<file path="config.mk">
export PLATFORM = sky130hd
export DESIGN_NAME = radio_scan_seek_controller_unit
export DESIGN_NICKNAME = d
export VERILOG_FILES = /design/src/design/rssc_pkg.sv /design/src/design/rssc_cfg.sv /design/src/design/rssc_step.sv /design/src/design/radio_scan_seek_controller_unit.sv
export SDC_FILE = /design/constraint.sdc
export NUM_CORES = 1
export LEC_CHECK = 0
export BUFFER_PORTS_ARGS = -buffer_cell sky130_fd_sc_hd__buf_2
export CELL_PAD_IN_SITES_DETAIL_PLACEMENT = 0
export CELL_PAD_IN_SITES_GLOBAL_PLACEMENT = 1
export CORE_ASPECT_RATIO = 2
export CORE_UTILIZATION = 40
export CTS_CLUSTER_SIZE = 25
export DETAILED_ROUTE_END_ITERATION = 10
export PLACE_DENSITY = 0.77
export SLEW_MARGIN = 20
export SYNTH_ARGS = -nofsm -noshare
export SYNTH_HDL_FRONTEND = slang
export SYNTH_SLANG_ARGS = --single-unit
</file>
<file path="constraint.sdc">
create_clock -name clk -period 8.1 [get_ports clk]
set_clock_uncertainty 0.15 [all_clocks]
set_input_delay 0.81 -clock clk [delete_from_list [all_inputs] [get_ports clk]]
set_output_delay 0.81 -clock clk [all_outputs]
set_load 0.1 [all_outputs]
</file>
<file path="src/design/rssc_pkg.sv">
// rssc_pkg: shared types and constants for the radio scan and seek controller
// band limits, mode codes, opcodes, register indexes and the configuration struct
// no dependencies
package rssc_pkg;

	typedef enum logic [1:0] {
		MODE_OFF  = 2'd0,
		MODE_SCAN = 2'd1,
		MODE_UP   = 2'd2,
		MODE_DOWN = 2'd3
	} mode_t;

	localparam logic OP_TICK = 1'b0;
	localparam logic OP_SET  = 1'b1;

	localparam int unsigned CFG_IDX_BITS = 3;
	localparam int unsigned CFG_DATA_BITS = 24;

	localparam logic [CFG_IDX_BITS-1:0] REG_BAND_IS_AM   = 3'd0;
	localparam logic [CFG_IDX_BITS-1:0] REG_FREQ_STEP    = 3'd1;
	localparam logic [CFG_IDX_BITS-1:0] REG_SETTLE_TICKS = 3'd2;
	localparam logic [CFG_IDX_BITS-1:0] REG_AM_THRESHOLD = 3'd3;
	localparam logic [CFG_IDX_BITS-1:0] REG_FM_THRESHOLD = 3'd4;

	localparam int unsigned AM_MIN    = 540000;
	localparam int unsigned AM_MAX    = 1700000;
	localparam int unsigned FM_MIN    = 87900000;
	localparam int unsigned FM_MAX    = 107900000;
	localparam int unsigned AM_OFFSET = 125000000;

	// band constants need 27 bits plus room for sign and carry
	localparam int unsigned BAND_BITS = 27;

	localparam logic [23:0]        RST_FREQ_STEP    = 24'd200000;
	localparam logic [15:0]        RST_SETTLE_TICKS = 16'd500;
	localparam logic signed [15:0] RST_AM_THRESHOLD = 16'sd768;
	localparam logic signed [15:0] RST_FM_THRESHOLD = 16'sd2048;

	typedef struct packed {
		logic               band_is_am;
		logic [23:0]        freq_step;
		logic [15:0]        settle_ticks;
		logic signed [15:0] am_threshold;
		logic signed [15:0] fm_threshold;
	} cfg_t;

endpackage

</file>
<file path="src/design/rssc_cfg.sv">
// rssc_cfg: configuration register file, write only
// uses rssc_pkg for register indexes, reset values and cfg_t
module rssc_cfg (
	input  logic                                clk,
	input  logic                                arst_n,
	input  logic                                cfg_wr,
	input  logic [rssc_pkg::CFG_IDX_BITS-1:0]   cfg_idx,
	input  logic [rssc_pkg::CFG_DATA_BITS-1:0]  cfg_data,
	output rssc_pkg::cfg_t                      cfg
);

	rssc_pkg::cfg_t cfg_q;

	always_ff @(posedge clk or negedge arst_n) begin
		if (!arst_n) begin
			cfg_q.band_is_am   <= 1'b0;
			cfg_q.freq_step    <= rssc_pkg::RST_FREQ_STEP;
			cfg_q.settle_ticks <= rssc_pkg::RST_SETTLE_TICKS;
			cfg_q.am_threshold <= rssc_pkg::RST_AM_THRESHOLD;
			cfg_q.fm_threshold <= rssc_pkg::RST_FM_THRESHOLD;
		end else if (cfg_wr) begin
			case (cfg_idx)
				rssc_pkg::REG_BAND_IS_AM:   cfg_q.band_is_am   <= cfg_data[0];
				rssc_pkg::REG_FREQ_STEP:    cfg_q.freq_step    <= cfg_data[23:0];
				rssc_pkg::REG_SETTLE_TICKS: cfg_q.settle_ticks <= cfg_data[15:0];
				rssc_pkg::REG_AM_THRESHOLD: cfg_q.am_threshold <= $signed(cfg_data[15:0]);
				rssc_pkg::REG_FM_THRESHOLD: cfg_q.fm_threshold <= $signed(cfg_data[15:0]);
				default: ;
			endcase
		end
	end

	assign cfg = cfg_q;

endmodule

</file>
<file path="src/design/rssc_step.sv">
// rssc_step: controller state and the one-pass step logic for a command or tick
// uses rssc_pkg for mode codes, opcodes, band constants and cfg_t
module rssc_step #(
	parameter int FREQ_BITS   = 27,
	parameter int SETTLE_BITS = 16
) (
	input  logic                  clk,
	input  logic                  arst_n,
	input  logic                  en,
	input  rssc_pkg::cfg_t        cfg,
	input  logic                  opcode,
	input  logic [1:0]            new_mode,
	input  logic [FREQ_BITS-1:0]  current_freq,
	input  logic signed [15:0]    snr_db,
	output logic                  retune_valid,
	output logic [FREQ_BITS-1:0]  demod_freq,
	output logic [FREQ_BITS-1:0]  tuner_freq,
	output logic [1:0]            mode_now,
	output logic                  station_valid,
	output logic [FREQ_BITS-1:0]  station_freq
);

	localparam int CW = ((FREQ_BITS > rssc_pkg::BAND_BITS) ? FREQ_BITS
		: rssc_pkg::BAND_BITS) + 2;
	localparam int SW = (SETTLE_BITS > 16) ? SETTLE_BITS : 16;

	rssc_pkg::mode_t        mode_q, mode_d;
	logic                   started_q, started_d;
	logic [FREQ_BITS-1:0]   start_freq_q, start_freq_d;
	logic                   found_valid_q, found_valid_d;
	logic [FREQ_BITS-1:0]   found_freq_q, found_freq_d;
	logic [SETTLE_BITS-1:0] settle_q, settle_d;

	logic                   settle_sat;
	logic [SETTLE_BITS-1:0] settle_inc;
	logic                   settle_ok;
	logic signed [CW-1:0]   cur_w, start_w, step_w, min_w, max_w, nx_w, next_w, tuner_w;
	logic signed [15:0]     thr;
	logic                   station;
	logic                   wrapped;
	logic                   retune;

	assign settle_sat = (settle_q == {SETTLE_BITS{1'b1}});
	assign settle_inc = settle_sat ? settle_q : settle_q + 1'b1;
	assign settle_ok  = (SW'(settle_inc) >= SW'(cfg.settle_ticks))
		|| (settle_inc == {SETTLE_BITS{1'b1}});

	assign cur_w   = $signed({{(CW-FREQ_BITS){1'b0}}, current_freq});
	assign start_w = $signed({{(CW-FREQ_BITS){1'b0}}, start_freq_q});
	assign step_w  = $signed({{(CW-24){1'b0}}, cfg.freq_step});
	assign min_w   = cfg.band_is_am ? $signed(CW'(rssc_pkg::AM_MIN))
		: $signed(CW'(rssc_pkg::FM_MIN));
	assign max_w   = cfg.band_is_am ? $signed(CW'(rssc_pkg::AM_MAX))
		: $signed(CW'(rssc_pkg::FM_MAX));
	assign thr     = cfg.band_is_am ? cfg.am_threshold : cfg.fm_threshold;
	assign station = (snr_db >= thr);

	always_comb begin
		wrapped = 1'b0;
		if (mode_q == rssc_pkg::MODE_DOWN) begin
			nx_w = cur_w - step_w;
			if (nx_w < min_w) begin
				wrapped = 1'b1;
				nx_w = max_w;
			end
		end else begin
			nx_w = cur_w + step_w;
			if (nx_w > max_w) begin
				wrapped = 1'b1;
				nx_w = min_w;
			end
		end
	end

	always_comb begin
		mode_d        = mode_q;
		started_d     = started_q;
		start_freq_d  = start_freq_q;
		found_valid_d = found_valid_q;
		found_freq_d  = found_freq_q;
		settle_d      = settle_q;
		retune        = 1'b0;
		if (opcode == rssc_pkg::OP_SET) begin
			mode_d        = rssc_pkg::mode_t'(new_mode);
			started_d     = 1'b0;
			found_valid_d = 1'b0;
			found_freq_d  = '0;
		end else begin
			settle_d = settle_inc;
			if (mode_q != rssc_pkg::MODE_OFF) begin
				if (!started_q) begin
					start_freq_d = current_freq;
					started_d    = 1'b1;
				end else if (settle_ok) begin
					settle_d = '0;
					if (mode_q == rssc_pkg::MODE_SCAN) begin
						if (station) begin
							found_valid_d = 1'b1;
							found_freq_d  = current_freq;
						end
						if ((wrapped || (current_freq < start_freq_q)) && (start_w <= nx_w)) begin
							mode_d = rssc_pkg::MODE_OFF;
						end
						retune = 1'b1;
					end else if (station && ((current_freq != start_freq_q) || wrapped)) begin
						found_valid_d = 1'b1;
						found_freq_d  = current_freq;
						mode_d        = rssc_pkg::MODE_OFF;
					end else begin
						retune = 1'b1;
					end
				end
			end
		end
	end

	assign next_w  = retune ? nx_w : '0;
	assign tuner_w = next_w + ((retune && cfg.band_is_am) ? $signed(CW'(rssc_pkg::AM_OFFSET))
		: $signed(CW'(0)));

	assign retune_valid  = retune;
	assign demod_freq    = next_w[FREQ_BITS-1:0];
	assign tuner_freq    = tuner_w[FREQ_BITS-1:0];
	assign mode_now      = mode_d;
	assign station_valid = found_valid_d;
	assign station_freq  = found_valid_d ? found_freq_d : '0;

	always_ff @(posedge clk or negedge arst_n) begin
		if (!arst_n) begin
			mode_q        <= rssc_pkg::MODE_OFF;
			started_q     <= 1'b0;
			start_freq_q  <= '0;
			found_valid_q <= 1'b0;
			found_freq_q  <= '0;
			settle_q      <= {SETTLE_BITS{1'b1}};
		end else if (en) begin
			mode_q        <= mode_d;
			started_q     <= started_d;
			start_freq_q  <= start_freq_d;
			found_valid_q <= found_valid_d;
			found_freq_q  <= found_freq_d;
			settle_q      <= settle_d;
		end
	end

endmodule

</file>
<file path="src/design/radio_scan_seek_controller_unit.sv">
// radio scan and seek controller: input register, step logic, result register
// path: an input transfer fills the input register, then the result register; a stall holds either
// throughput: one item per cycle while the output is not stalled
// the result register frees as it is taken, so input and output move together
// reset: arst_n resets state and configuration and clears both valid flags at once
module radio_scan_seek_controller_unit #(
	parameter int FREQ_BITS   = 27,
	parameter int SETTLE_BITS = 16
) (
	input  logic                                clk,
	input  logic                                arst_n,
	input  logic                                cfg_wr,
	input  logic [rssc_pkg::CFG_IDX_BITS-1:0]   cfg_idx,
	input  logic [rssc_pkg::CFG_DATA_BITS-1:0]  cfg_data,
	input  logic                                in_valid,
	output logic                                in_stall,
	input  logic                                opcode,
	input  logic [1:0]                          new_mode,
	input  logic [FREQ_BITS-1:0]                current_freq,
	input  logic signed [15:0]                  snr_db,
	output logic                                out_valid,
	input  logic                                out_stall,
	output logic                                retune_valid,
	output logic [FREQ_BITS-1:0]                demod_freq,
	output logic [FREQ_BITS-1:0]                tuner_freq,
	output logic [1:0]                          mode_now,
	output logic                                station_valid,
	output logic [FREQ_BITS-1:0]                station_freq
);

	rssc_pkg::cfg_t cfg;

	logic                 valid_s1;
	logic                 opcode_s1;
	logic [1:0]           new_mode_s1;
	logic [FREQ_BITS-1:0] current_freq_s1;
	logic signed [15:0]   snr_db_s1;

	logic                 out_valid_q;
	logic                 retune_valid_q;
	logic [FREQ_BITS-1:0] demod_freq_q;
	logic [FREQ_BITS-1:0] tuner_freq_q;
	logic [1:0]           mode_now_q;
	logic                 station_valid_q;
	logic [FREQ_BITS-1:0] station_freq_q;

	logic                 adv;
	logic                 in_xfer;
	logic                 r_retune;
	logic [FREQ_BITS-1:0] r_demod;
	logic [FREQ_BITS-1:0] r_tuner;
	logic [1:0]           r_mode;
	logic                 r_station;
	logic [FREQ_BITS-1:0] r_station_freq;

	assign adv      = valid_s1 && (!out_valid_q || !out_stall);
	assign in_stall = valid_s1 && !adv;
	assign in_xfer  = in_valid && !in_stall;

	rssc_cfg u_cfg (
		.clk      (clk),
		.arst_n   (arst_n),
		.cfg_wr   (cfg_wr),
		.cfg_idx  (cfg_idx),
		.cfg_data (cfg_data),
		.cfg      (cfg)
	);

	rssc_step #(
		.FREQ_BITS   (FREQ_BITS),
		.SETTLE_BITS (SETTLE_BITS)
	) u_step (
		.clk           (clk),
		.arst_n        (arst_n),
		.en            (adv),
		.cfg           (cfg),
		.opcode        (opcode_s1),
		.new_mode      (new_mode_s1),
		.current_freq  (current_freq_s1),
		.snr_db        (snr_db_s1),
		.retune_valid  (r_retune),
		.demod_freq    (r_demod),
		.tuner_freq    (r_tuner),
		.mode_now      (r_mode),
		.station_valid (r_station),
		.station_freq  (r_station_freq)
	);

	// input stage
	always_ff @(posedge clk or negedge arst_n) begin
		if (!arst_n) begin
			valid_s1 <= 1'b0;
		end else if (in_xfer) begin
			valid_s1 <= 1'b1;
		end else if (adv) begin
			valid_s1 <= 1'b0;
		end
	end

	always_ff @(posedge clk) begin
		if (in_xfer) begin
			opcode_s1       <= opcode;
			new_mode_s1     <= new_mode;
			current_freq_s1 <= current_freq;
			snr_db_s1       <= snr_db;
		end
	end

	// result stage
	always_ff @(posedge clk or negedge arst_n) begin
		if (!arst_n) begin
			out_valid_q <= 1'b0;
		end else if (adv) begin
			out_valid_q <= 1'b1;
		end else if (!out_stall) begin
			out_valid_q <= 1'b0;
		end
	end

	always_ff @(posedge clk) begin
		if (adv) begin
			retune_valid_q  <= r_retune;
			demod_freq_q    <= r_demod;
			tuner_freq_q    <= r_tuner;
			mode_now_q      <= r_mode;
			station_valid_q <= r_station;
			station_freq_q  <= r_station_freq;
		end
	end

	assign out_valid     = out_valid_q;
	assign retune_valid  = retune_valid_q;
	assign demod_freq    = demod_freq_q;
	assign tuner_freq    = tuner_freq_q;
	assign mode_now      = mode_now_q;
	assign station_valid = station_valid_q;
	assign station_freq  = station_freq_q;

endmodule

</file>
==> out/metrics.csv <==
stage,metric,value,unit
timing,Max transition margin,0.271,
cts,Worst-path clk slew,0.08,ns
floorplanning,Initial Utilization,0.406,
synth,ranking of synthesized cells by area,"edfxtp_1, dfrtp_1, ha_1, nand2_1, dfstp_2",
setup_path,Worst R2R Path Depth,33,
synth,synth warn,0,
setup_path,Crit. End Element,flip-flop,
route,Iter 0 DRT Violations,880,
setup_path,RR Endpoint,mode_now[0],
synth,Post-synth EDFFs,125,
synth,Syn Area/Cell,9.50,µm²
synth,Post-Syn Area,0.0176,mm²
setup_path,Critical Path Most Common Cell,o21a_1,
synth,top-area cell type share of the netlist area,0.213,
global_route,initial antenna violation count,2,
global_route,vias in the first global route,15854,
route,first drt pass iteration count,7,
setup_path,crit path buf inv count,3,
synth,"Seq/Total Area, Yosys",0.427,
global_route,largest net degree at the start of global routing,83,
route,WL final,64700,µm
setup_path,WP data required,8.27,ns
route,Vias,15501,
timing,Slew @ Worst Pin,1.08,ns
cts,# H-tree levels,1,
placed_design,dpl hpwl,52100,µm
synth,Synth Instances,1852,
hold_path,worst hold path type,in -> async,
timing,final period utilization,0.962,
setup_path,critical path's largest stage delay,0.53,ns
setup_path,Critical Setup Path Class,reg -> reg,
cts,Clock Latency Late Sink,0.58,ns
timing,Highest Clock Rate,128,MHz
power,VDD IR max,0.000221,V
timing,"Slew Viols, Final",0,
cts,TritonCTS clock tree,yes,
run_status,outcome,completed,
final_layout,synth-to-layout area growth,22.1,%
floorplanning,die area,0.0449,mm²
floorplanning,Rows,108,
final_layout,layout cells sized above 1,0.259,
setup_path,Worst setup SP type,flip-flop,
synth,Synth Flop Type,edfxtp_1,
final_layout,final net count,2418,
synth,count of cell types in the netlist,90,
synth,Post-synth top cells,"nand2_1, ha_1, o21ai_0",
synth,Syn Nets,2102,
route,DRC,0,
final_layout,Final Core Density,0.496,
setup_path,crit-path max FO,5,
synth,fraction of registers with async set or reset after synthesis,0.544,
power,Pleak,9.46,nW
synth,Yosys reg bits,274,
placed_design,final weighted congestion in routability-driven placement,1.05,
synth,top-count cell post-synth,nand2_1,
route,remaining antenna violation count,0,
global_route,Total Routing Usage GR,0.293,
cts,clk buf depth,3,
floorplanning,# IOs,165,
final_layout,antenna cell count,0,
floorplanning,die width,150,µm
job,maxcap violations,0,
cts,CTS Buf Count,27,
floorplanning,Die H,299,µm
timing,Setup-failing EPs final,0,
placed_design,"Cell Area, Placed",0.0203,mm²
cts,CTS Root Cell,clkbuf_16,
timing,Fin. Hold Viols,0,
final_layout,design area,0.0215,mm²
cts,clock sink count,274,
global_route,total global routing overflow,0,
floorplanning,Core Area,0.0434,mm²
setup_path,"Slowest-stage cell, CP",dfstp_2,
timing,fin crit period,7.79,ns
setup_path,Reg2Reg Setup Slack,0.31,ns
route,Avg WL per Cell,23.6,µm
power,power density over the cells,301,mW/mm²
setup_path,"delay-heaviest family, CP",compound AO/OA/AOI/OAI gates,
route,Via density,5.66,
setup_path,Critical R2R Launch,u_cfg.cfg[56],
synth,cell accounting for the most synthesized area,edfxtp_1,
cts,CTS Hold Bufs,0,
global_route,global-route wire length before repair,96200,µm
placed_design,# port buffers,164,
setup_path,CP arrival,7.96,ns
-- worst max path at each step --
stage | end | depth (start not counted) | from | slack [ns]
2_1_floorplan | mode_now[0] | 38 | u_cfg.cfg[54] | 0.05
3_3_place_gp | mode_now[0] | 37 | u_cfg.cfg[54] | -0.006
3_5_place_dp | mode_now[0] | 37 | u_cfg.cfg[54] | -0.20
4_1_cts | tuner_freq[26] | 36 | current_freq_s1[0] | 0.007
5_1_grt | mode_now[0] | 40 | current_freq_s1[0] | -0.02
6_report | mode_now[0] | 33 | u_cfg.cfg[56] | 0.31
-- stage by stage --
| stage | total power, mW | hold slack, ns | setup slack [ns] | instances | setup TNS, ns |
|---|---|---|---|---|---|
| 6_report | 6.48 | 0.107 | 0.309 | 2739 | 0 |
| 3_3_place_gp | 5.03 | 0.323 | -0.00630 | 2683 | -0.00630 |
| 5_1_grt | 6.84 | 0.154 | -0.0178 | 2739 | -0.0178 |
| 3_5_place_dp | 5.09 | 0.337 | -0.202 | 2683 | -0.323 |
| 4_1_cts | 6.40 | 0.123 | 0.00669 | 2733 | 0 |
| 2_1_floorplan | 3.82 | 0.307 | 0.0486 | 1852 | 0 |
-- repair_timing --
action / CTS / global route
setup buffers: 0 / 6
endpoints found under the setup margin: 2 / 13
pin swaps: 0 / 21
gates cloned: 0 / 0
gates resized for setup: 6 / 54
-- state kept, by name, indices dropped and copies added, names as in the netlist --
signal                cells
u_step.settle_q          16
mode_now                  2
u_step.mode_q             2
valid_s1                  1
opcode_s1                 1
u_step.start_freq_q      27
u_step.found_freq_q      27
demod_freq               27
current_freq_s1          27
u_step.started_q          1
out_valid                 1
u_step.found_valid_q      1
retune_valid              1
new_mode_s1               2
snr_db_s1                16
station_valid             1
u_cfg.cfg                73
tuner_freq               21
station_freq             27
-- worst reg2reg max path: cells and delay by family (launching register included) --
| family | cells | cell delay (ns) |
|---|---|---|
| AO/OA/AOI/OAI | 21 | 3.81 |
| AND/OR/NAND/NOR | 5 | 1.12 |
| adder cells (fa/ha/maj) | 3 | 0.97 |
| flip-flops | 1 | 0.53 |
| XOR/XNOR | 1 | 0.50 |
| buffers and inverters | 3 | 0.46 |
-- where the power goes --
part           switching (mW)  total, mW  internal [mW]
registers               0.204       1.97           1.76
clock network           0.588       1.27          0.682
logic                    1.99       3.24           1.25
-- layer usage --
metal | global-route usage | share of wire
met3 | 0.0327 | 0.035
met1 | 0.273 | 0.32
met5 | 0 | 0
met2 | 0.557 | 0.55
met4 | 0.237 | 0.096
-- layout make-up --
cell class,instances,area (µm²)
Clock buffer,35,777
Clock inverter,15,100
Fill cell,4124,21900
Inverter,123,463
Multi-Input combinational cell,1371,9550
Sequential cell,274,7520
Tap cell,550,688
Timing Repair Buffer,371,2400
-- cell usage in the layout (no fill, tap or decap), drive strengths merged, types with 20 or more instances in the layout --
cell    count
nor2b      23
inv       123
nand4      21
edfxtp    125
nor2      115
o21a       27
nor3       31
a21oi     114
dfstp      31
o211ai     20
nand2b     27
clkbuf     35
nand3      38
nand2     244
ha        170
a22oi      30
dfrtp     118
o21ai     166
mux2       36
xnor2      46
buf       371
-- kinds of logic (layout without fill, tap and decap cells) --
| family | Yosys count | in the layout | synth area share |
|---|---|---|---|
| AND/OR/NAND/NOR | 580 | 580 | 0.156 |
| XOR/XNOR | 62 | 62 | 0.0309 |
| adder cells (fa/ha/maj) | 172 | 172 | 0.123 |
| multiplexers | 55 | 55 | 0.0338 |
| AO/OA/AOI/OAI | 502 | 502 | 0.183 |
| buffers and inverters | 207 | 544 | 0.0465 |
| flip-flops | 274 | 274 | 0.427 |
No activity file was read; power rests on OpenSTA's default activity.
